==> src/design/gpg_pkg.sv <==
// Package for the gradient pattern generator: field widths, datapath widths,
// register codes and register reset values. It depends on nothing else.
`default_nettype none

package gpg_pkg;

    // Widths of the pixel coordinates, frame dimensions and colors.
    localparam int ROW_W   = 12;
    localparam int DIM_W   = 13;
    localparam int SUM_W   = DIM_W + 1;
    localparam int COLOR_W = 24;
    localparam int CH_W    = 8;
    localparam int SQ_W    = 2 * ROW_W;

    // Square root datapath: a radicand of up to 42 bits gives a 21 bit root.
    localparam int ROOT_W = 21;
    localparam int RAD_W  = 2 * ROOT_W;
    localparam int REM_W  = ROOT_W + 2;

    // Divisor width covers both the corner distance and the width plus height sum.
    localparam int DIV_W = ROOT_W;

    // Configuration port address width: five 32 bit registers.
    localparam int ADDR_W = 5;

    typedef enum logic [2:0] {
        REG_MODE   = 3'd0,
        REG_WIDTH  = 3'd1,
        REG_HEIGHT = 3'd2,
        REG_START  = 3'd3,
        REG_END    = 3'd4
    } t_reg_idx;

    localparam logic               RST_MODE   = 1'b0;
    localparam logic [DIM_W-1:0]   RST_WIDTH  = 13'd640;
    localparam logic [DIM_W-1:0]   RST_HEIGHT = 13'd480;
    localparam logic [COLOR_W-1:0] RST_START  = 24'h000000;
    localparam logic [COLOR_W-1:0] RST_END    = 24'hFFFFFF;

endpackage

`default_nettype wire

==> src/design/gpg_div_cell.sv <==
// One cell of the pipelined restoring divider: settles one quotient bit per cycle.
// Depends on gpg_pkg for the divisor width.
`default_nettype none

module gpg_div_cell #(
    parameter int NUM_W = 37
) (
    input  logic                      i_clk,
    input  logic [gpg_pkg::DIV_W-1:0] i_rem,
    input  logic [NUM_W-1:0]          i_num,
    input  logic [gpg_pkg::DIV_W-1:0] i_den,
    output logic [gpg_pkg::DIV_W-1:0] o_rem,
    output logic [NUM_W-1:0]          o_num,
    output logic [gpg_pkg::DIV_W-1:0] o_den
);
    import gpg_pkg::*;

    logic [DIV_W:0]   w_cur;
    logic [DIV_W:0]   w_diff;
    logic             w_ge;
    logic [DIV_W-1:0] r_rem;
    logic [NUM_W-1:0] r_num;
    logic [DIV_W-1:0] r_den;

    // The numerator register fills from the bottom with quotient bits.
    always_comb begin
        w_cur  = {i_rem, i_num[NUM_W-1]};
        w_ge   = (w_cur >= {1'b0, i_den});
        w_diff = w_cur - {1'b0, i_den};
    end

    always_ff @(posedge i_clk) begin
        r_rem <= w_ge ? w_diff[DIV_W-1:0] : w_cur[DIV_W-1:0];
        r_num <= {i_num[NUM_W-2:0], w_ge};
        r_den <= i_den;
    end

    assign o_rem = r_rem;
    assign o_num = r_num;
    assign o_den = r_den;

endmodule

`default_nettype wire

==> config.mk <==
export PLATFORM = sky130hd
export DESIGN_NAME = gpg_div_cell
export DESIGN_NICKNAME = d
export VERILOG_FILES = /design/src/design/gpg_pkg.sv /design/src/design/gpg_div_cell.sv
export SDC_FILE = /design/constraint.sdc
export NUM_CORES = 1
export LEC_CHECK = 0
export BUFFER_PORTS_ARGS = -buffer_cell sky130_fd_sc_hd__buf_2
export CAP_MARGIN = 10
export CORE_UTILIZATION = 46
export CTS_BUF_LIST = sky130_fd_sc_hd__clkbuf_8
export CTS_CLUSTER_SIZE = 8
export DETAILED_ROUTE_END_ITERATION = 8
export PLACE_DENSITY = 0.88
export SLEW_MARGIN = 20
export SYNTH_ARGS = -nofsm -noshare
export SYNTH_HDL_FRONTEND = slang
export SYNTH_SLANG_ARGS = --single-unit
==> constraint.sdc <==
create_clock -name i_clk -period 2.7 [get_ports i_clk]
set_input_delay 0 -clock i_clk [delete_from_list [all_inputs] [get_ports i_clk]]
set_output_delay 0 -clock i_clk [all_outputs]
set_load 0.01 [all_outputs]
* Word level (Yosys, flattened, before mapping)
Cells that the tools add are included.
Operators by class: $add $sub $neg 1, multipliers 0, div/mod/pow operators 0, order comparisons 1, equal/unequal tests 0, shift-type cells 0, muxes and demuxes 1, bitwise logic cells 0, reductions and logical operators 0
Operators by type and width (count):
- 22-bit by 21-bit >= comparator with 1-bit output | 1
- 21-bit 2-to-1 mux | 1
- 21-bit subtractor | 1
Word-level totals: bits in registers 79, bits in latches 0, bits in writable memories 0, memory bits (read-only) 0, input port bits 80, memories kept 0

* Depth between registers and ports, before layout
depth after elaboration 2, depth in mapped cells 13, depth with buffers taken out 11

* Least setup slack after synthesis
Ideal clock, no wire load.
kind input-to-reg, start in i_num[36], end reg r_rem[1] (netlist: o_rem[1]), setup time 121 ps, arrival 1938 ps, required time 2579 ps, slack 641 ps, stages 11, buffers on the path 1, cell sequence inv_1 ha_1 inv_1 fa_1 a21oi_1 o21ai_0 a21oi_1 a21oi_2 o32ai_2 buf_6 mux2_2
On the way: cells in the longest elaborated chain, start to end 2, elaborated cells between the ends (all ways) 3
Ends and longest elaborated chain:
- from (decl) | line gpg_div_cell.sv:10 | input logic [NUM_W-1:0] i_num,
- 21-bit subtractor / 22-bit by 21-bit >= comparator with 1-bit output (equally long branches) | line gpg_div_cell.sv:29, gpg_div_cell.sv:28
- 21-bit 2-to-1 mux (*) | line gpg_div_cell.sv:33 | r_rem <= w_ge ? w_diff[DIV_W-1:0] : w_cur[DIV_W-1:0];
- to (signal assigned) | line gpg_div_cell.sv:33
- to (decl) | line gpg_div_cell.sv:21 | logic [DIV_W-1:0] r_rem;
Every way passes the cells marked *; elsewhere a longest branch is shown, timed or not.

* Worst setup path in the final report
start in i_rem[12] (netlist name), end reg r_rem[9] (netlist: o_rem[9])
On the way: cells in the longest elaborated chain, start to end 2
Ends and longest elaborated chain:
- from (decl) | line gpg_div_cell.sv:9 | input logic [gpg_pkg::DIV_W-1:0] i_rem,
- 22-bit by 21-bit >= comparator with 1-bit output | line gpg_div_cell.sv:28 | w_ge = (w_cur >= {1'b0, i_den});
- 21-bit 2-to-1 mux | line gpg_div_cell.sv:33
Every way passes these cells.

==> flow_summary.toml <==
[layout]
multi_input_area_mm2 = 0.00133
seq_area_mm2 = 0.00158
drive_gt1_share_pct = 34.5
n_fill_cell = 373
final_nets = 654
diodes = 0
area_delta_synth_final_pct = 64.0
final_util_pct = 78.1
most-common-layout-cells = "buf_2 (158), dfxtp_1 (79), dlygate4sd3_1 (78), nand2_1 (34), inv_1 (30)"
final_common_cell = "buf_2"

[synth]
synth_edf_count = 0
synth_cell_types = 41
synth_ff_type = "dfxtp_1"
synth_cells = 306
synth-seq-cells = 79
netlist_area_mm2 = 0.00302
avgSynthCellArea_um2 = 9.88
seq_area_frac_synth_pct = 52.3
synth_fp_nets = 408
ys_warn_count = 0
synth-async-reset-ratio_pct = 0

[floorplanning]
die_x_um = 83.1
die_h_um = 83.1
num_rows = 29
die_area_mm2 = 0.00690
io_pins = 159
core_area_mm2 = 0.00635
start_util_pct = 47.6

[routing]
remaining_drc_errors = 0
via_per_inst = 5.13
via_count = 3253
drt_iter0_drc = 164
totalWireLength_um = 10500
wl_per_cell_um = 16.6
dr.pass1.iters = 4
antenna_left = 0

[setup_path]
critPathMaxFanout = 8
setup.worst_path.start_class = "input port"
crit_type = "input port to flop"
worst_setup_path_end_kind = "flop"
cp.arrival_ns = 2.80
crit_required_ns = 2.94

[grt]
grt_pass1_vias = 3330
grt_start_max_net_pins = 17
gr-usage-met2_pct = 53.0
antenna_found_initial = 0
overflow = 0
track_usage_pct = 30.3
busiest_layer = "met2"
use_met3_pct = 9.94
grt_pass1_wl_um = 16500
grtUsageMet1_pct = 33.5

[hold_path]
hold_depth = 3
min_path_type = "input port to flop"

[clock_network]
cts_max_level = 3
clk_pin_slew_ns = 0.08
root_buffer = "clkbuf_8"
cts_tree = "done"
clockBufferDepth = 2
cts_sinks = 79
cts_buffers = 9

[outcome]
status = "completed"

[placement]
port_buffers = 158
gp_congestion = 0.855
place_ws_ns = 0.251
dp_hpwl_um = 5990

[sta]
fmax_mhz = 390
worst_slack_ns = 0.135
final_hold_viol_count = 0
worstMarginPinSlew_ns = 0.477
maxSlewHeadroom_pct = 67.3
setup_viol = 0
fin_setup_tns_ns = 0
post-route-min-period_ns = 2.56
whs_ns = 0.0765
final.period_utilization_pct = 95.0
finalMaxSlewViolations = 0

[power]
total_power_w = 0.00303
vdd_drop_max_uv = 499
p_per_area_mw_per_mm2 = 611
p_leak_nw = 2.42

[job]
maxCapViolations = 0
routing by layer:
layer,wire length (um),up-vias
li1,-,1552
met1,4270,1502
met2,5120,171
met3,780,28
met4,323,0
met5,0,-
final timing paths:
| path | from | end | slack, ns |
|---|---|---|---|
| setup / recovery | i_rem[12] | o_rem[9]$_DFF_P_ | 0.14 |
| hold / removal | i_rem[20] | o_num[0]$_DFF_P_ | 0.08 |
cell families (layout without fill, tap and decap cells):
group | Yosys count | after routing | share of synthesized area (%)
AO/OA/AOI/OAI | 88 | 89 | 18.2
XOR/XNOR | 16 | 16 | 4.64
adder cells (fa/ha/maj) | 22 | 22 | 9.35
buffers and inverters | 37 | 287 | 5.05
flip-flops | 79 | 79 | 52.3
multiplexers | 3 | 3 | 1.12
AND/OR/NAND/NOR | 61 | 61 | 9.35
cell type report:
class,instances,area share [%]
Clock inverter,7,1.97
Tap cell,77,1.94
Inverter,29,2.20
Sequential cell,79,31.9
Timing Repair Buffer,242,32.6
Clock buffer,9,2.50
Multi-Input combinational cell,191,26.9
critical path, cell delays in order:
cell           delay [ns]
dlygate4sd3_1        0.53
buf_2                0.13
ha_1                 0.40
and3_4               0.27
nand2_1              0.07
or4_4                0.48
a21oi_2              0.22
o32ai_2              0.16
buf_4                0.19
o41ai_2              0.35
power breakdown:
group	switching (W)	leakage (nW)	internal, W
sequential	0.0000316	0.666	0.00128
combinational	0.000385	1.64	0.000352
clock	0.000454	0.111	0.000524
sequential cells by signal (all words and copies together) (netlist names):
signal	cells
o_rem	21
o_den	21
o_num	37
cells in the mapped netlist (2+ instances only):
cell / instances / area, um^2
a2111o_1: 2 / 22.5
a21o_1: 6 / 45.0
a21oi_1: 26 / 130
a31oi_1: 4 / 25.0
and2_1: 2 / 12.5
buf_2: 2 / 10.0
clkbuf_1: 4 / 15.0
dfxtp_1: 79 / 1580
ha_1: 21 / 263
inv_1: 29 / 109
mux2_2: 3 / 33.8
nand2_1: 34 / 128
nand3_1: 6 / 30.0
nand4_1: 4 / 25.0
nor2_1: 5 / 18.8
nor2b_1: 3 / 18.8
o211ai_1: 4 / 30.0
o21a_1: 3 / 22.5
o21ai_0: 28 / 140
o21bai_1: 3 / 22.5
o31ai_1: 3 / 22.5
or2_2: 2 / 12.5
xnor2_1: 11 / 96.3
xor2_1: 5 / 43.8
through the flow:
stage	instance area, um^2	instances
6_report	4960	634
5_1_grt	4960	634
4_1_cts	4900	630
3_5_place_dp	3900	536
3_3_place_gp	3900	536
2_1_floorplan	3020	306
what timing repair did:
item | in CTS | in global routing
gates resized for setup | 0 | 4
hold buffers | 78 | 0
setup endpoints to repair | 0 | 18
endpoints found under the hold margin | 78 | 0
setup buffers | 0 | 3
Note: power is estimated with default switching activity, not from simulation.
