## src/design/gpg_pkg.sv

```systemverilog
// Package for the gradient pattern generator: field widths, datapath widths,
// register codes and register reset values. It depends on nothing else.
`default_nettype none

package gpg_pkg;

    // Widths of the pixel coordinates, frame dimensions and colors.
    localparam int ROW_W   = 12;
    localparam int DIM_W   = 13;
    localparam int SUM_W   = DIM_W + 1;
    localparam int COLOR_W = 24;
    localparam int CH_W    = 8;
    localparam int SQ_W    = 2 * ROW_W;

    // Square root datapath: a radicand of up to 42 bits gives a 21 bit root.
    localparam int ROOT_W = 21;
    localparam int RAD_W  = 2 * ROOT_W;
    localparam int REM_W  = ROOT_W + 2;

    // Divisor width covers both the corner distance and the width plus height sum.
    localparam int DIV_W = ROOT_W;

    // Configuration port address width: five 32 bit registers.
    localparam int ADDR_W = 5;

    typedef enum logic [2:0] {
        REG_MODE   = 3'd0,
        REG_WIDTH  = 3'd1,
        REG_HEIGHT = 3'd2,
        REG_START  = 3'd3,
        REG_END    = 3'd4
    } t_reg_idx;

    localparam logic               RST_MODE   = 1'b0;
    localparam logic [DIM_W-1:0]   RST_WIDTH  = 13'd640;
    localparam logic [DIM_W-1:0]   RST_HEIGHT = 13'd480;
    localparam logic [COLOR_W-1:0] RST_START  = 24'h000000;
    localparam logic [COLOR_W-1:0] RST_END    = 24'hFFFFFF;

endpackage

`default_nettype wire

```

## src/design/gpg_mix.sv

```systemverilog
// Blends one color channel with two signed weights, then truncates and clamps.
// Two register stages; depends on gpg_pkg for the channel width.
`default_nettype none

module gpg_mix #(
    parameter int FRAC_W = 16,
    parameter int WGT_W  = 39
) (
    input  logic                     i_clk,
    input  logic [gpg_pkg::CH_W-1:0] i_a,
    input  logic [gpg_pkg::CH_W-1:0] i_b,
    input  logic signed [WGT_W-1:0]  i_wa,
    input  logic signed [WGT_W-1:0]  i_wb,
    output logic [gpg_pkg::CH_W-1:0] o_ch
);
    import gpg_pkg::*;

    localparam int PW = WGT_W + CH_W + 1;
    localparam int SW = PW + 1;

    logic signed [PW-1:0] r_pa;
    logic signed [PW-1:0] r_pb;
    logic signed [SW-1:0] w_sum;
    logic signed [SW-1:0] w_shift;
    logic [CH_W-1:0]      n_ch;
    logic [CH_W-1:0]      r_ch;

    always_ff @(posedge i_clk) begin
        r_pa <= PW'($signed({1'b0, i_a})) * PW'(i_wa);
        r_pb <= PW'($signed({1'b0, i_b})) * PW'(i_wb);
    end

    // A negative sum gives zero, a sum above full scale gives full scale.
    always_comb begin
        w_sum   = SW'(r_pa) + SW'(r_pb);
        w_shift = w_sum >>> FRAC_W;
        if (w_sum[SW-1]) begin
            n_ch = '0;
        end else if (w_shift > SW'(255)) begin
            n_ch = '1;
        end else begin
            n_ch = w_shift[CH_W-1:0];
        end
    end

    always_ff @(posedge i_clk) begin
        r_ch <= n_ch;
    end

    assign o_ch = r_ch;

endmodule

`default_nettype wire

```

## config.mk

```make
export PLATFORM = sky130hd
export DESIGN_NAME = gpg_mix
export DESIGN_NICKNAME = d
export VERILOG_FILES = /design/src/design/gpg_pkg.sv /design/src/design/gpg_mix.sv
export SDC_FILE = /design/constraint.sdc
export NUM_CORES = 2
export LEC_CHECK = 0
export BUFFER_PORTS_ARGS = -buffer_cell sky130_fd_sc_hd__buf_2
export CELL_PAD_IN_SITES_DETAIL_PLACEMENT = 1
export CELL_PAD_IN_SITES_GLOBAL_PLACEMENT = 1
export CORE_ASPECT_RATIO = 0.7
export CORE_MARGIN = 2
export CORE_UTILIZATION = 48
export DETAILED_ROUTE_END_ITERATION = 10
export PLACE_DENSITY = 0.79
export SYNTH_ARGS = -nofsm -noshare
export SYNTH_HDL_FRONTEND = slang
export SYNTH_SLANG_ARGS = --single-unit
```

## constraint.sdc

```tcl
create_clock -name i_clk -period 11.1 [get_ports i_clk]
set_clock_uncertainty 0.05 [all_clocks]
set_input_delay 0.555 -clock i_clk [delete_from_list [all_inputs] [get_ports i_clk]]
set_output_delay 0.555 -clock i_clk [all_outputs]
set_load 0.02 [all_outputs]
```

# Word level (Yosys, flattened, before mapping)
# Cells that the tools add are included.
word_totals:
  reg_bits: 104
  in_bits: 95
  output_inout_bits: 8
  wordCells: 8
classes:
  add_sub_neg: 1
  multipliers: 2
  order_cmp: 1
  mux: 1
op_table:
  columns: ["op", "n"]
  rows:
  - ["$mul 9x39->48", 2]
  - ["$add 48x48->49", 1]
  - ["$gt 33x9->1 const B", 1]
  - ["$mux 8", 1]

# Logic depth before layout (Yosys ltp)
depth:
  ltp_word: 3
  depth_mapped: 24
  mapped_depth_nobuf: 22

# Worst setup path before layout
# Ideal clock, no wire load.
synth_path:
  kind: "input port to flip-flop"
  startpoint: "input port i_a[2] (netlist bit)"
  endpoint: "register r_pa[45]"
  setup_ns: 0.072
  arrival_time_ns: 5.627
  required_time_ns: 10.978
  path_slack_ns: 5.351
  cell_stages: 20
  path_buffers: 2
  cell_sequence: "clkbuf_1 -> buf_1 -> nand2_1 -> fa_1 -> inv_1 -> fa_1 -> fa_1 -> fa_1 -> ha_1 -> a21o_1 -> a21o_1 -> a2111o_1 -> a31oi_1 -> a21boi_4 -> o31ai_2 -> o221ai_4 -> o21ai_2 -> a221o_1 -> a21oi_2 -> xnor2_1"
synth_between:
  elab_chain_cells: 1
synth_lines:
  columns: ["element", "line_no", "rtl"]
  rows:
  - ["start, declared", "gpg_mix.sv:10", "input logic [gpg_pkg::CH_W-1:0] i_a,"]
  - ["$mul 9x39->48", "gpg_mix.sv:29", "r_pa <= PW'($signed({1'b0, i_a})) * PW'(i_wa);"]
  - ["end signal, assigned", "gpg_mix.sv:29", null]
  - ["end, declared", "gpg_mix.sv:21", "logic signed [PW-1:0] r_pa;"]
# No other way between the ends.
# A chain may end at the register's enable or synchronous reset.

# Worst setup path in the final report
layout_path:
  startpoint: "input port i_b[0] (netlist bit)"
  endpoint: "register r_pb[44]"
layout_between:
  elab_chain_cells: 1
layout_lines:
  columns: ["element", "line_no", "rtl"]
  rows:
  - ["start, declared", "gpg_mix.sv:11", "input logic [gpg_pkg::CH_W-1:0] i_b,"]
  - ["$mul 9x39->48", "gpg_mix.sv:30", "r_pb <= PW'($signed({1'b0, i_b})) * PW'(i_wb);"]
  - ["end signal, assigned", "gpg_mix.sv:30", null]
  - ["end, declared", "gpg_mix.sv:22", "logic signed [PW-1:0] r_pb;"]
# No other way between the ends.

==> impl_metrics.env <==
export IMPL_cp_max_fo=39
export IMPL_synth_cells=2985
export IMPL_synth_flop_cell="dfxtp_1"
export IMPL_tightest_slew_ps=972
export IMPL_pwr_share_comb_pct=86.5
export IMPL_p_leak_nw=14.3
export IMPL_ys_types=84
export IMPL_numCtsBuffers=9
export IMPL_yosysTopAreaCell="fa_1"
export IMPL_start_kind="input port"
export IMPL_path_clk_slew_ps=70
export IMPL_fin_crit_ps=6590
export IMPL_fmax_ghz=0.152
export IMPL_grt_usage_pct=24.8
export IMPL_required_ps=11300
export IMPL_die_h_um=199
export IMPL_crit_path_end_kind="flip-flop"
export IMPL_insertedDiodeCount=0
export IMPL_finalPower_mw=7.69
export IMPL_synth_area_um2=26000
export IMPL_synth_seq_cells=104
export IMPL_grt_max_degree=40
export IMPL_antenna_found_initial=0
export IMPL_reg2reg_to="o_ch[7]$_SDFF_PN0_"
export IMPL_drive_above_1_share_pct=4.95
export IMPL_cts_resized=0
export IMPL_drtAntennaViolNets=0
export IMPL_postCtsHoldBufs=0
export IMPL_worstSetupPathType="in2reg"
export IMPL_cap_violations=0
export IMPL_cts_root_buf="clkbuf_16"
export IMPL_worstRegToRegCells=11
export IMPL_ir_drop_v=0.000135
export IMPL_critical_path_arrival_ps=6790
export IMPL_die_area_um2=56100
export IMPL_pwr_density_cell_nw_per_um2=282
export IMPL_holdWs_ps=490
export IMPL_rsz0062_at_grt="no"
export IMPL_yosysWarnings=0
export IMPL_synthArstFlopShare_pct=0
export IMPL_syn_num_nets=3799
export IMPL_start_util_pct=48.4
export IMPL_utilization_pct=50.8
export IMPL_cts_max_path_buffers=2
export IMPL_min_to="r_pb[0]$_DFF_P_"
export IMPL_synth_edff_count=0
export IMPL_drc_errors=0
export IMPL_die_w_um=282
export IMPL_routed_wl_um=66500
export IMPL_dr_pass1_iters=5
export IMPL_clock_latency_ps=360
export IMPL_synthTopCellsByCount="629 x inv_1, 480 x fa_1, 385 x and2_1"
export IMPL_final_hold_viol_count=0
export IMPL_design_area_um2=27300
export IMPL_p_int_mw=3.52
export IMPL_avgViaCountPerCell=5.34
export IMPL_slew_headroom_pct=34.7
export IMPL_r2r_start="r_pb[20]$_DFF_P_"
export IMPL_vias=19981
export IMPL_grt_ovfl_total=0
export IMPL_synth_most_common_cell="inv_1"
export IMPL_placed_area_um2=27000
export IMPL_ys_seq_area_share_pct=8.01
export IMPL_grt_pass1_wl_um=112000
export IMPL_clock_sinks=104
export IMPL_setup_viol=0
export IMPL_drtIter0Drc=852
export IMPL_core_area_um2=53700
export IMPL_r2r_slack_ps=6750
export IMPL_synthTopCellsByArea="fa_1 37%, ha_1 12%, and2_1 9.3%"
export IMPL_hpwl_um=56300
export IMPL_routabilityCongestion=0.907
export IMPL_synthDominantCellAreaShare_pct=37.0
export IMPL_sw_frac_of_total_pct=54.2
export IMPL_holdPathStages=2
export IMPL_syn_to_final_growth_pct=4.92
export IMPL_rows=71
export IMPL_switchingPower_mw=4.17
export IMPL_clkPwrFrac_pct=3.9
export IMPL_avgSynthCellArea_um2=8.71
export IMPL_status="finished, final reports clean"
export IMPL_min_period_over_period_pct=59.4
export IMPL_min_path_type="in2reg"
export IMPL_nets=3823
export IMPL_finalSetupTns_ps=0
export IMPL_tritoncts="yes"
export IMPL_htree_num_levels=3
export IMPL_drv_slew=0
export IMPL_hp_start="i_wb[0]"
export IMPL_wire_per_inst_um=17.8
export IMPL_boundaryPins=103
export IMPL_cts_setup_buffers=0
export IMPL_portBuffers=102
export IMPL_grt_pass1_vias=23032
export IMPL_p_seq_share_pct=9.6
-- worst max-delay path by stage --
| stage | startpoint | to | cells after the start |
|---|---|---|---|
| floorplan | i_a[2] | r_pa[45]$_DFF_P_ | 20 |
| global placement | i_b[0] | r_pb[44]$_DFF_P_ | 21 |
| detailed placement | i_b[1] | r_pb[44]$_DFF_P_ | 21 |
| CTS | i_b[1] | r_pb[44]$_DFF_P_ | 21 |
| global route | i_b[1] | r_pb[46]$_DFF_P_ | 21 |
| finish | i_b[0] | r_pb[44]$_DFF_P_ | 21 |
-- kinds of logic (layout without fill, tap and decap cells) --
| kind of cell | after synthesis | in the layout | share of synthesized area [%] |
|---|---|---|---|
| adder cells (fa/ha/maj) | 719 | 719 | 48.5 |
| AO/OA/AOI/OAI | 408 | 408 | 10.6 |
| AND/OR/NAND/NOR | 922 | 922 | 18.4 |
| multiplexers | 3 | 3 | 0.116 |
| buffers and inverters | 718 | 746 | 10.7 |
| XOR/XNOR | 111 | 111 | 3.74 |
| flip-flops | 104 | 104 | 8.01 |
-- flip-flops by register name, indices dropped and copies added (netlist names) --
register / count
r_pa: 48
r_pb: 48
o_ch: 8
-- cell usage in the layout, fill, tap and decap left out, drive strengths merged, types with 4 or more instances in the layout --
master,n
inv,631
fa,480
and2,385
nand2,322
ha,239
a21oi,125
dfxtp,104
buf,102
a21o,77
nor2,74
o21ai,70
xnor2,67
xor2,44
nand3,26
nor3,25
nand4,24
o21a,20
o21bai,14
a211oi,14
nor2b,13
a31oi,13
clkbuf,11
and3,9
o211ai,9
nand2b,8
a211o,7
or3,7
or2,6
and4,6
a21boi,5
o31ai,5
a221oi,5
a2111oi,5
o2111ai,4
o31a,4
or4,4
o221ai,4
-- area by class of cell --
class / instances / area, um2
Clock buffer: 11 / 243
Timing Repair Buffer: 102 / 510
Fill cell: 6463 / 26400
Sequential cell: 104 / 2080
Inverter: 629 / 2360
Multi-Input combinational cell: 2163 / 21100
Tap cell: 730 / 913
Clock inverter: 4 / 27.5
-- metal layers --
metal	wire length (um)	GRT usage (%)	part of all wire (%)	vias up
met5	0	0	0	-
met4	1160	5.37	1.7	0
met3	2070	2.77	3.1	88
met2	34600	45.4	52	289
met1	28700	31.6	43	10324
li1	-	-	-	9280
-- worst max-delay path, stage by stage --
cell,delay [ps]
buf_2,690
nand2_1,200
fa_1,580
inv_1,50
fa_1,480
fa_1,560
inv_1,50
fa_1,480
inv_1,50
ha_1,330
o21a_1,140
o31a_1,190
o41ai_1,110
a211oi_1,470
o21ai_1,230
a21oi_1,380
a211oi_1,190
o31ai_1,540
a21oi_1,200
o2bb2ai_1,170
xnor2_1,120
-- metrics by stage --
step / instances / setup WS [ps]
2_1_floorplan: 2985 / 5350
4_1_cts: 3743 / 4590
5_1_grt: 3743 / 4070
3_5_place_dp: 3728 / 4280
6_report: 3743 / 4510
3_3_place_gp: 3728 / 4450
-- power by group through the flow --
| stage | Combinational [mW] | Clock [mW] | Sequential [mW] |
|---|---|---|---|
| floorplan | 5.09 | 0 | 0.710 |
| global placement | 6.33 | 0 | 0.753 |
| detailed placement | 6.63 | 0 | 0.753 |
| CTS | 6.69 | 0.304 | 0.745 |
| global route | 7.54 | 0.320 | 0.752 |
| finish | 6.65 | 0.296 | 0.740 |
Power figures use the tool's default switching activity.
