--- config.mk ---
export PLATFORM = sky130hd
export DESIGN_NAME = gpg_sqrt_cell
export DESIGN_NICKNAME = d
export VERILOG_FILES = /design/src/design/gpg_pkg.sv /design/src/design/gpg_sqrt_cell.sv
export SDC_FILE = /design/constraint.sdc
export NUM_CORES = 1
export LEC_CHECK = 0
export ABC_CLOCK_PERIOD_IN_PS = 2830
export BUFFER_PORTS_ARGS = -buffer_cell sky130_fd_sc_hd__clkbuf_2
export CAP_MARGIN = 20
export CORE_ASPECT_RATIO = 0.8
export CORE_MARGIN = 2
export CORE_UTILIZATION = 46
export DETAILED_ROUTE_END_ITERATION = 7
export HOLD_SLACK_MARGIN = 0.02
export PLACE_DENSITY = 0.91
export SYNTH_ARGS = -nofsm -noshare
export SYNTH_HDL_FRONTEND = slang
export SYNTH_SLANG_ARGS = --single-unit
--- constraint.sdc ---
create_clock -name i_clk -period 2.83 [get_ports i_clk]
set_input_delay 0.283 -clock i_clk [delete_from_list [all_inputs] [get_ports i_clk]]
set_output_delay 0.283 -clock i_clk [all_outputs]
set_load 0.02 [all_outputs]
--- src/design/gpg_pkg.sv ---
// Package for the gradient pattern generator: field widths, datapath widths,
// register codes and register reset values. It depends on nothing else.
`default_nettype none

package gpg_pkg;

    // Widths of the pixel coordinates, frame dimensions and colors.
    localparam int ROW_W   = 12;
    localparam int DIM_W   = 13;
    localparam int SUM_W   = DIM_W + 1;
    localparam int COLOR_W = 24;
    localparam int CH_W    = 8;
    localparam int SQ_W    = 2 * ROW_W;

    // Square root datapath: a radicand of up to 42 bits gives a 21 bit root.
    localparam int ROOT_W = 21;
    localparam int RAD_W  = 2 * ROOT_W;
    localparam int REM_W  = ROOT_W + 2;

    // Divisor width covers both the corner distance and the width plus height sum.
    localparam int DIV_W = ROOT_W;

    // Configuration port address width: five 32 bit registers.
    localparam int ADDR_W = 5;

    typedef enum logic [2:0] {
        REG_MODE   = 3'd0,
        REG_WIDTH  = 3'd1,
        REG_HEIGHT = 3'd2,
        REG_START  = 3'd3,
        REG_END    = 3'd4
    } t_reg_idx;

    localparam logic               RST_MODE   = 1'b0;
    localparam logic [DIM_W-1:0]   RST_WIDTH  = 13'd640;
    localparam logic [DIM_W-1:0]   RST_HEIGHT = 13'd480;
    localparam logic [COLOR_W-1:0] RST_START  = 24'h000000;
    localparam logic [COLOR_W-1:0] RST_END    = 24'hFFFFFF;

endpackage

`default_nettype wire

--- src/design/gpg_sqrt_cell.sv ---
// One cell of the pipelined square root chain: settles one root bit per cycle.
// Depends on gpg_pkg for the datapath widths.
`default_nettype none

module gpg_sqrt_cell (
    input  logic                       i_clk,
    input  logic [gpg_pkg::REM_W-1:0]  i_rem,
    input  logic [gpg_pkg::ROOT_W-1:0] i_root,
    input  logic [gpg_pkg::RAD_W-1:0]  i_rad,
    output logic [gpg_pkg::REM_W-1:0]  o_rem,
    output logic [gpg_pkg::ROOT_W-1:0] o_root,
    output logic [gpg_pkg::RAD_W-1:0]  o_rad
);
    import gpg_pkg::*;

    logic [REM_W+1:0]  w_cur;
    logic [REM_W+1:0]  w_trial;
    logic [REM_W+1:0]  w_diff;
    logic              w_ge;
    logic [REM_W-1:0]  r_rem;
    logic [ROOT_W-1:0] r_root;
    logic [RAD_W-1:0]  r_rad;

    // Bring down the next two radicand bits and try the root bit as one.
    always_comb begin
        w_cur   = {i_rem, i_rad[RAD_W-1 -: 2]};
        w_trial = (REM_W + 2)'({i_root, 2'b01});
        w_ge    = (w_cur >= w_trial);
        w_diff  = w_cur - w_trial;
    end

    always_ff @(posedge i_clk) begin
        r_rem  <= w_ge ? w_diff[REM_W-1:0] : w_cur[REM_W-1:0];
        r_root <= {i_root[ROOT_W-2:0], w_ge};
        r_rad  <= {i_rad[RAD_W-3:0], 2'b00};
    end

    assign o_rem  = r_rem;
    assign o_root = r_root;
    assign o_rad  = r_rad;

endmodule

`default_nettype wire

Yosys cells after proc, flatten, opt, wreduce, memory -nomap -nowiden
Cells that the tools add are included.
Cells by class
  add/sub/neg operators: 1
  magnitude comparators: 1
  mux-type cells: 1
Operators with widths (number)
  greater-or-equal comparator 25 x 23 -> 1 bit: 1
  2-to-1 mux 23 bit: 1
  subtractor 23 bit: 1
Word-level totals
  bits of input ports: 87
  flip-flop bits (word level): 84
  output and inout port bits: 86
  logic and storage cells: 6

Logic depth before layout (Yosys ltp)
Gate-level depths: netlist of the first run.
  word-level depth: 2
  gate-level depth with buffers: 12
  mapped depth without buffers: 9

Worst setup path after synthesis of the first run
Ideal clock, no wire load.
  path kind: input-to-reg
  start point: input i_root[12] (netlist bit)
  end point: register r_rem[10] (netlist: o_rem[10])
  setup slack: 0.317 ns
  buffers on the path: 3
  arrival time: 2.392 ns
  data required time: 2.709 ns
  cell stages on the path: 12
  path through: inv_1 ha_1 buf_6 a21o_4 a31oi_4 o32ai_2 o31ai_4 and2_1 buf_6 inv_6 buf_12 mux2_4
Between the ends
  cells in the longest elaborated chain, start to end: 2
RTL lines
  start, declared: RTL line gpg_sqrt_cell.sv:8  | input logic [gpg_pkg::ROOT_W-1:0] i_root,
  greater-or-equal comparator 25 x 23 -> 1 bit: RTL line gpg_sqrt_cell.sv:28  | w_ge = (w_cur >= w_trial);
  via w_ge: RTL line gpg_sqrt_cell.sv:19  | logic w_ge;
  2-to-1 mux 23 bit: RTL line gpg_sqrt_cell.sv:33  | r_rem <= w_ge ? w_diff[REM_W-1:0] : w_cur[REM_W-1:0];
  end signal, assigned: RTL line gpg_sqrt_cell.sv:33
  end, declared: RTL line gpg_sqrt_cell.sv:20  | logic [REM_W-1:0] r_rem;
The timed path passes the listed nets, and every way through them passes these cells.

Final worst setup path of the first run
  start point: input i_root[1] (netlist bit)
  end point: register r_rem[19] (netlist: o_rem[19])
Between the ends
  cells in the longest elaborated chain, start to end: 2
  elaborated cells on any way between the ends: 3
  those cells by class: 1 x add/sub; 1 x order compare; 1 x mux
RTL lines (RTL line)
  subtractor 23 bit / greater-or-equal comparator 25 x 23 -> 1 bit (equally long branches): gpg_sqrt_cell.sv:29, gpg_sqrt_cell.sv:28
  2-to-1 mux 23 bit (*): gpg_sqrt_cell.sv:33
Every way passes the cells marked *; elsewhere a longest branch is shown, timed or not.

==> results of run 1 <==
## metal layers
metal	part of all wire, %	vias to the layer above
li1	-	1617
met1	41	1475
met2	49	144
met3	7.6	25
met4	2.3	0
met5	0	-
## power groups by stage
stage	clock, mW	combinational [mW]	sequential (mW)
4_1_cts	0.821	0.838	1.34
3_5_place_dp	0	0.801	1.37
5_1_grt	0.877	0.924	1.35
3_3_place_gp	0	0.786	1.36
2_1_floorplan	0	0.372	1.52
6_report	0.804	0.859	1.34
## timing repair
action                                  4_1_cts  5_1_grt
setup buffers                                 0        0
endpoints found under the hold margin        31        7
endpoints found under the setup margin        0        0
hold buffers                                 31        7
## stage by stage
stage | power, mW | worst slack, ps
3_5_place_dp | 2.17 | 198
3_3_place_gp | 2.15 | 254
5_1_grt | 3.15 | -1.48
6_report | 3.00 | 126
2_1_floorplan | 1.89 | 317
4_1_cts | 3.00 | 574
## layout by cell type, fill, tap and decap left out, types with 7 or more instances in the layout
| master | count |
|---|---|
| mux2_2 | 9 |
| mux2_4 | 8 |
| nor2_1 | 15 |
| nand3_1 | 10 |
| clkbuf_2 | 170 |
| nand2_1 | 16 |
| o21ai_0 | 16 |
| buf_4 | 12 |
| a21oi_1 | 17 |
| nand4_1 | 7 |
| ha_1 | 23 |
| clkbuf_8 | 9 |
| dfxtp_1 | 84 |
| dlygate4sd3_1 | 38 |
| xnor2_1 | 11 |
| inv_1 | 30 |
## how the worst max path moves through the flow
stage	cells after the start	end	startpoint
after floorplan	12	o_rem[10]	i_root[12]
after global placement	8	o_rem[9]	i_rem[15]
after detailed placement	10	o_rem[6]	i_root[12]
after CTS	10	o_rem[7]	i_root[12]
after global routing	11	o_rem[17]	i_root[1]
final	11	o_rem[19]	i_root[1]
## cell type report
cell class              count  area (um2)  share of cell area [%]
flip-flops and latches     84        1680                    33.3
multi-input cells         209        1620                    32.0
inverters                  31         121                    2.40
clock inverters             7        61.3                    1.21
well taps                 105         131                    2.60
repair buffers            220        1320                    26.1
clock buffers               9         124                    2.45
## kinds of logic after synthesis
kind of cell	after synthesis
AO/OA/AOI/OAI	72
multiplexers	19
other	1
flip-flops	84
buffers and inverters	44
XOR/XNOR	16
adder cells (fa/ha/maj)	23
AND/OR/NAND/NOR	77
## sequential cells by signal, indices dropped and copies added (netlist names)
name and count:
o_rem 23, o_root 21, o_rad 40
==> flow_metrics.env, run 1 <==
export IMPL_power_frac_clock_pct=26.8
export IMPL_cts_root_buf="clkbuf_8"
export IMPL_area_growth_synth_to_final_pct=44.2
export IMPL_synth_xor_area_share_pct=4.00
export IMPL_cts_max_level=3
export IMPL_ant_nets=0
export IMPL_syn_inst=336
export IMPL_cts_made_buffers=9
export IMPL_hold_viol=0
export IMPL_grt_overflow_total=0
export IMPL_busiest_layer="met2"
export IMPL_p_sw_share_pct=33.1
export IMPL_hp_start="i_rad[26]"
export IMPL_path_clk_slew_ps=80
export IMPL_power_switching_mw=0.995
export IMPL_path_buf_inv=4
export IMPL_holdWs_ps=33.3
export IMPL_cts_tree="yes"
export IMPL_stdcell_count=665
export IMPL_ys_types=58
export IMPL_period_share_pct=95.5
export IMPL_fin_area_um2=5060
export IMPL_die_area_um2=8340
export IMPL_grt_pass1_wl_um=14800
export IMPL_worst_slew_pin_slew_ps=643
export IMPL_status="completed"
export IMPL_p_per_area_nw_per_um2=594
export IMPL_track_usage_pct=23.5
export IMPL_async_reset_ff_share_pct=0
export IMPL_synthTopCellsByCount="dfxtp_1 (84), inv_1 (30), ha_1 (23), a21oi_1 (17)"
export IMPL_arrival_ps=3000
export IMPL_min_path_cells=1
export IMPL_synth_area_leader_cell="dfxtp_1"
export IMPL_max_cap_viol_count=0
export IMPL_cpLargestDelayFamily="buffers and inverters"
export IMPL_final_util_pct=68.4
export IMPL_dpl_cell_count=611
export IMPL_grtUsageMet1_pct=26.5
export IMPL_yosys_warnings=0
export IMPL_drt_iter0_markers=113
export IMPL_critPathMaxStageDelay_ps=520
export IMPL_worst_setup_path_end_kind="flop"
export IMPL_met3_usage_pct=7.15
export IMPL_slew_viol_final=0
export IMPL_synth_top_family_by_area="compound AO/OA/AOI/OAI gates"
export IMPL_min_period_ps=2700
export IMPL_route_detailed_wl_per_inst_um=15.6
export IMPL_synth_area_top_cells="dfxtp_1 (48%), ha_1 (8.2%), mux2_4 (3.4%), inv_1 (3.2%), mux2_2 (2.9%)"
export IMPL_firstDrtPassIters=4
export IMPL_drive_gt1_share_pct=40.5
export IMPL_coreArea_um2=7390
export IMPL_leakage_nw=2.56
export IMPL_gp_congestion=0.889
export IMPL_worstSetupPathType="primary input to flop"
export IMPL_fin_tns_setup_ps=0
export IMPL_synthFlopType="dfxtp_1"
export IMPL_syn_avg_cell_area_um2=10.4
export IMPL_use_met2_pct=42.0
export IMPL_die_y_um=82.1
export IMPL_portBuffers=170
export IMPL_antenna_found_initial=0
export IMPL_initial_core_util_pct=47.4
export IMPL_synth_cell_area_um2=3510
export IMPL_vias=3261
export IMPL_synth_top_area_share_pct=47.9
export IMPL_cp_required_ps=3130
export IMPL_crit_slowest_cell="dlygate4sd3_1"
export IMPL_rows=28
export IMPL_ctsResizeCount=0
export IMPL_synthSimpleGateAreaFrac_pct=11.5
export IMPL_fp_dieW_um=102
export IMPL_worstPathCellList="dlygate4sd3_1, clkbuf_2, inv_1, ha_1, o21ai_0, a221oi_2, buf_4, o2111ai_1, and4_1, nor4_1, mux2_4"
export IMPL_yosys_register_bits=84
export IMPL_drt_total_wl_um=10300
export IMPL_synthAdderAreaFrac_pct=8.21
export IMPL_min_to="o_rad[28]"
export IMPL_antennaDiodeCount=0
export IMPL_p_int_mw=2.01
export IMPL_dpl_instance_area_um2=4490
export IMPL_synthMuxAreaShare_pct=6.89
export IMPL_nFillCells=583
export IMPL_path_max_fanout=5
export IMPL_comb_power_share_pct=28.6
export IMPL_drc=0
export IMPL_synth_compound_area_share_pct=15.3
export IMPL_vdd_drop_max_v=0.000351
export IMPL_io_pins=173
export IMPL_grt_pass1_vias=3132
export IMPL_yosysMostFrequentCell="dfxtp_1"
export IMPL_final_nets=665
export IMPL_avgViaCountPerCell=4.90
export IMPL_hold_class="primary input to flop"
export IMPL_grt_max_degree=17
export IMPL_slew_headroom_pct=56.7
export IMPL_seqPwrFrac_pct=44.6
export IMPL_startpoint_type="primary input"
export IMPL_clockBufferDepth=2
export IMPL_synth_yosys_seq_area_share_pct=47.9
export IMPL_numClockSinks=84
export IMPL_dpl_hpwl_um=7300
export IMPL_setup_violations=0
export IMPL_fmax_mhz=370
export IMPL_synth_edff_count=0
Power figures use the tool's default switching activity.
==> run 2: changes to the inputs <==
--- a/config.mk
+++ b/config.mk
@@ -14,6 +14,7 @@
 export DETAILED_ROUTE_END_ITERATION = 7
 export HOLD_SLACK_MARGIN = 0.02
 export PLACE_DENSITY = 0.91
+export SETUP_SLACK_MARGIN = 0.3
 export SYNTH_ARGS = -nofsm -noshare
 export SYNTH_HDL_FRONTEND = slang
 export SYNTH_SLANG_ARGS = --single-unit
==> flow_metrics.env, run 2 (synthesized netlist as in run 1, its figures left out) <==
export IMPL_status="completed"
export IMPL_stdcell_count=665
export IMPL_grt_pass1_wl_um=14800
export IMPL_setup_violations=0
export IMPL_hold_class="primary input to flop"
export IMPL_io_pins=173
export IMPL_avgViaCountPerCell=4.89
export IMPL_max_cap_viol_count=0
export IMPL_nFillCells=583
export IMPL_path_max_fanout=16
export IMPL_worst_slew_pin_slew_ps=600
export IMPL_rows=28
export IMPL_coreArea_um2=7390
export IMPL_worstSetupPathType="primary input to flop"
export IMPL_cts_max_level=3
export IMPL_cts_setup_buffers=0
export IMPL_route_detailed_wl_per_inst_um=15.6
export IMPL_grt_overflow_total=0
export IMPL_area_growth_synth_to_final_pct=44.2
export IMPL_fmax_mhz=439
export IMPL_worst_setup_path_end_kind="flop"
export IMPL_die_area_um2=8340
export IMPL_fin_area_um2=5060
export IMPL_initial_core_util_pct=47.4
export IMPL_fin_tns_setup_ps=0
export IMPL_vias=3249
export IMPL_crit_slowest_cell="ha_1"
export IMPL_dpl_hpwl_um=7300
export IMPL_drt_iter0_markers=121
export IMPL_clockBufferDepth=2
export IMPL_critPathMaxStageDelay_ps=410
export IMPL_period_share_pct=80.5
export IMPL_slew_viol_final=0
export IMPL_dpl_cell_count=611
export IMPL_drt_total_wl_um=10400
export IMPL_slew_headroom_pct=59.6
export IMPL_gp_congestion=0.889
export IMPL_cts_tree="yes"
export IMPL_hold_viol=0
export IMPL_grt_setup_unrepaired="no"
export IMPL_path_clk_slew_ps=80
export IMPL_startpoint_type="primary input"
export IMPL_grt_max_degree=17
export IMPL_drive_gt1_share_pct=40.5
export IMPL_numClockSinks=84
export IMPL_antennaDiodeCount=0
export IMPL_cp_required_ps=3070
export IMPL_track_usage_pct=23.5
export IMPL_drc=0
export IMPL_arrival_ps=2520
export IMPL_vdd_drop_max_v=0.000351
export IMPL_crit_cells=10
export IMPL_cp_endpoint="o_rem[7]"
export IMPL_die_y_um=82.1
export IMPL_final_cell_mix="clkbuf_2 (170), dfxtp_1 (84), dlygate4sd3_1 (38), inv_1 (30), ha_1 (23)"
export IMPL_cpLargestDelayFamily="simple AND/OR/NAND/NOR gates"
export IMPL_dpl_instance_area_um2=4490
export IMPL_final_common_cell="clkbuf_2"
export IMPL_largest_reg_flops=40
export IMPL_grt_pass1_vias=3132
export IMPL_firstDrtPassIters=4
export IMPL_leakage_nw=2.56
export IMPL_final_nets=665
export IMPL_crit_path_start="i_root[12]"
export IMPL_ant_nets=0
export IMPL_portBuffers=170
export IMPL_fp_dieW_um=102
export IMPL_path_buf_inv=3
export IMPL_final_util_pct=68.4
export IMPL_cts_made_buffers=9
export IMPL_min_period_ps=2280
export IMPL_worstPathCellList="clkbuf_2, inv_1, ha_1, and4_1, nand4_1, nor4_2, o31ai_4, and2_1, inv_6, mux2_2"
export IMPL_cts_root_buf="clkbuf_8"
export IMPL_p_per_area_nw_per_um2=594
export IMPL_antenna_found_initial=0
==> run 2: cell counts in the layout (fill, tap and decap cells not counted) <==
Identical to the previous run, type by type.
==> run 2: worst min path at each step <==
stage,slack [ps],startpoint,depth (start not counted),end
after floorplan,310,i_rad[8],0,o_rad[10]
after global placement,390,i_rad[37],1,o_rad[39]
after detailed placement,390,i_rad[18],1,o_rad[20]
after CTS,20,i_rad[36],1,o_rad[38]
after global routing,20,i_rad[26],1,o_rad[28]
final,30,i_rad[26],1,o_rad[28]
==> run 2: layout make-up <==
class,instances,area (um2),share of cell area (%)
clock buffers,9,124,2.45
flip-flops and latches,84,1680,33.3
clock inverters,7,61.3,1.21
multi-input cells,209,1620,32.0
repair buffers,220,1320,26.1
inverters,31,121,2.40
well taps,105,131,2.60
==> run 2: per-stage QoR <==
stage / setup WS, ps / power, mW / hold slack [ps]
2_1_floorplan: 317 / 1.89 / 311
3_3_place_gp: 254 / 2.15 / 385
3_5_place_dp: 198 / 2.17 / 387
4_1_cts: 574 / 3.00 / 20.3
5_1_grt: 430 / 3.15 / 20.4
6_report: 552 / 3.00 / 32.8
==> run 2: power by group <==
group | switching (mW) | internal [mW] | leakage, nW
combinational | 0.487 | 0.372 | 1.76
clock | 0.470 | 0.334 | 0.0932
sequential | 0.0371 | 1.30 | 0.709
==> run 2: per-layer routing <==
layer	part of all wire, %	track usage, %	vias up
met2	49	42.0	152
met5	0	0	-
met3	7.9	7.15	23
met4	2.1	8.92	0
li1	-	-	1615
met1	41	26.5	1459
==> run 2: what timing repair did <==
| action | in CTS | in global routing |
|---|---|---|
| hold buffers | 31 | 7 |
| resized for setup | 0 | 0 |
| hold endpoints to repair | 31 | 7 |
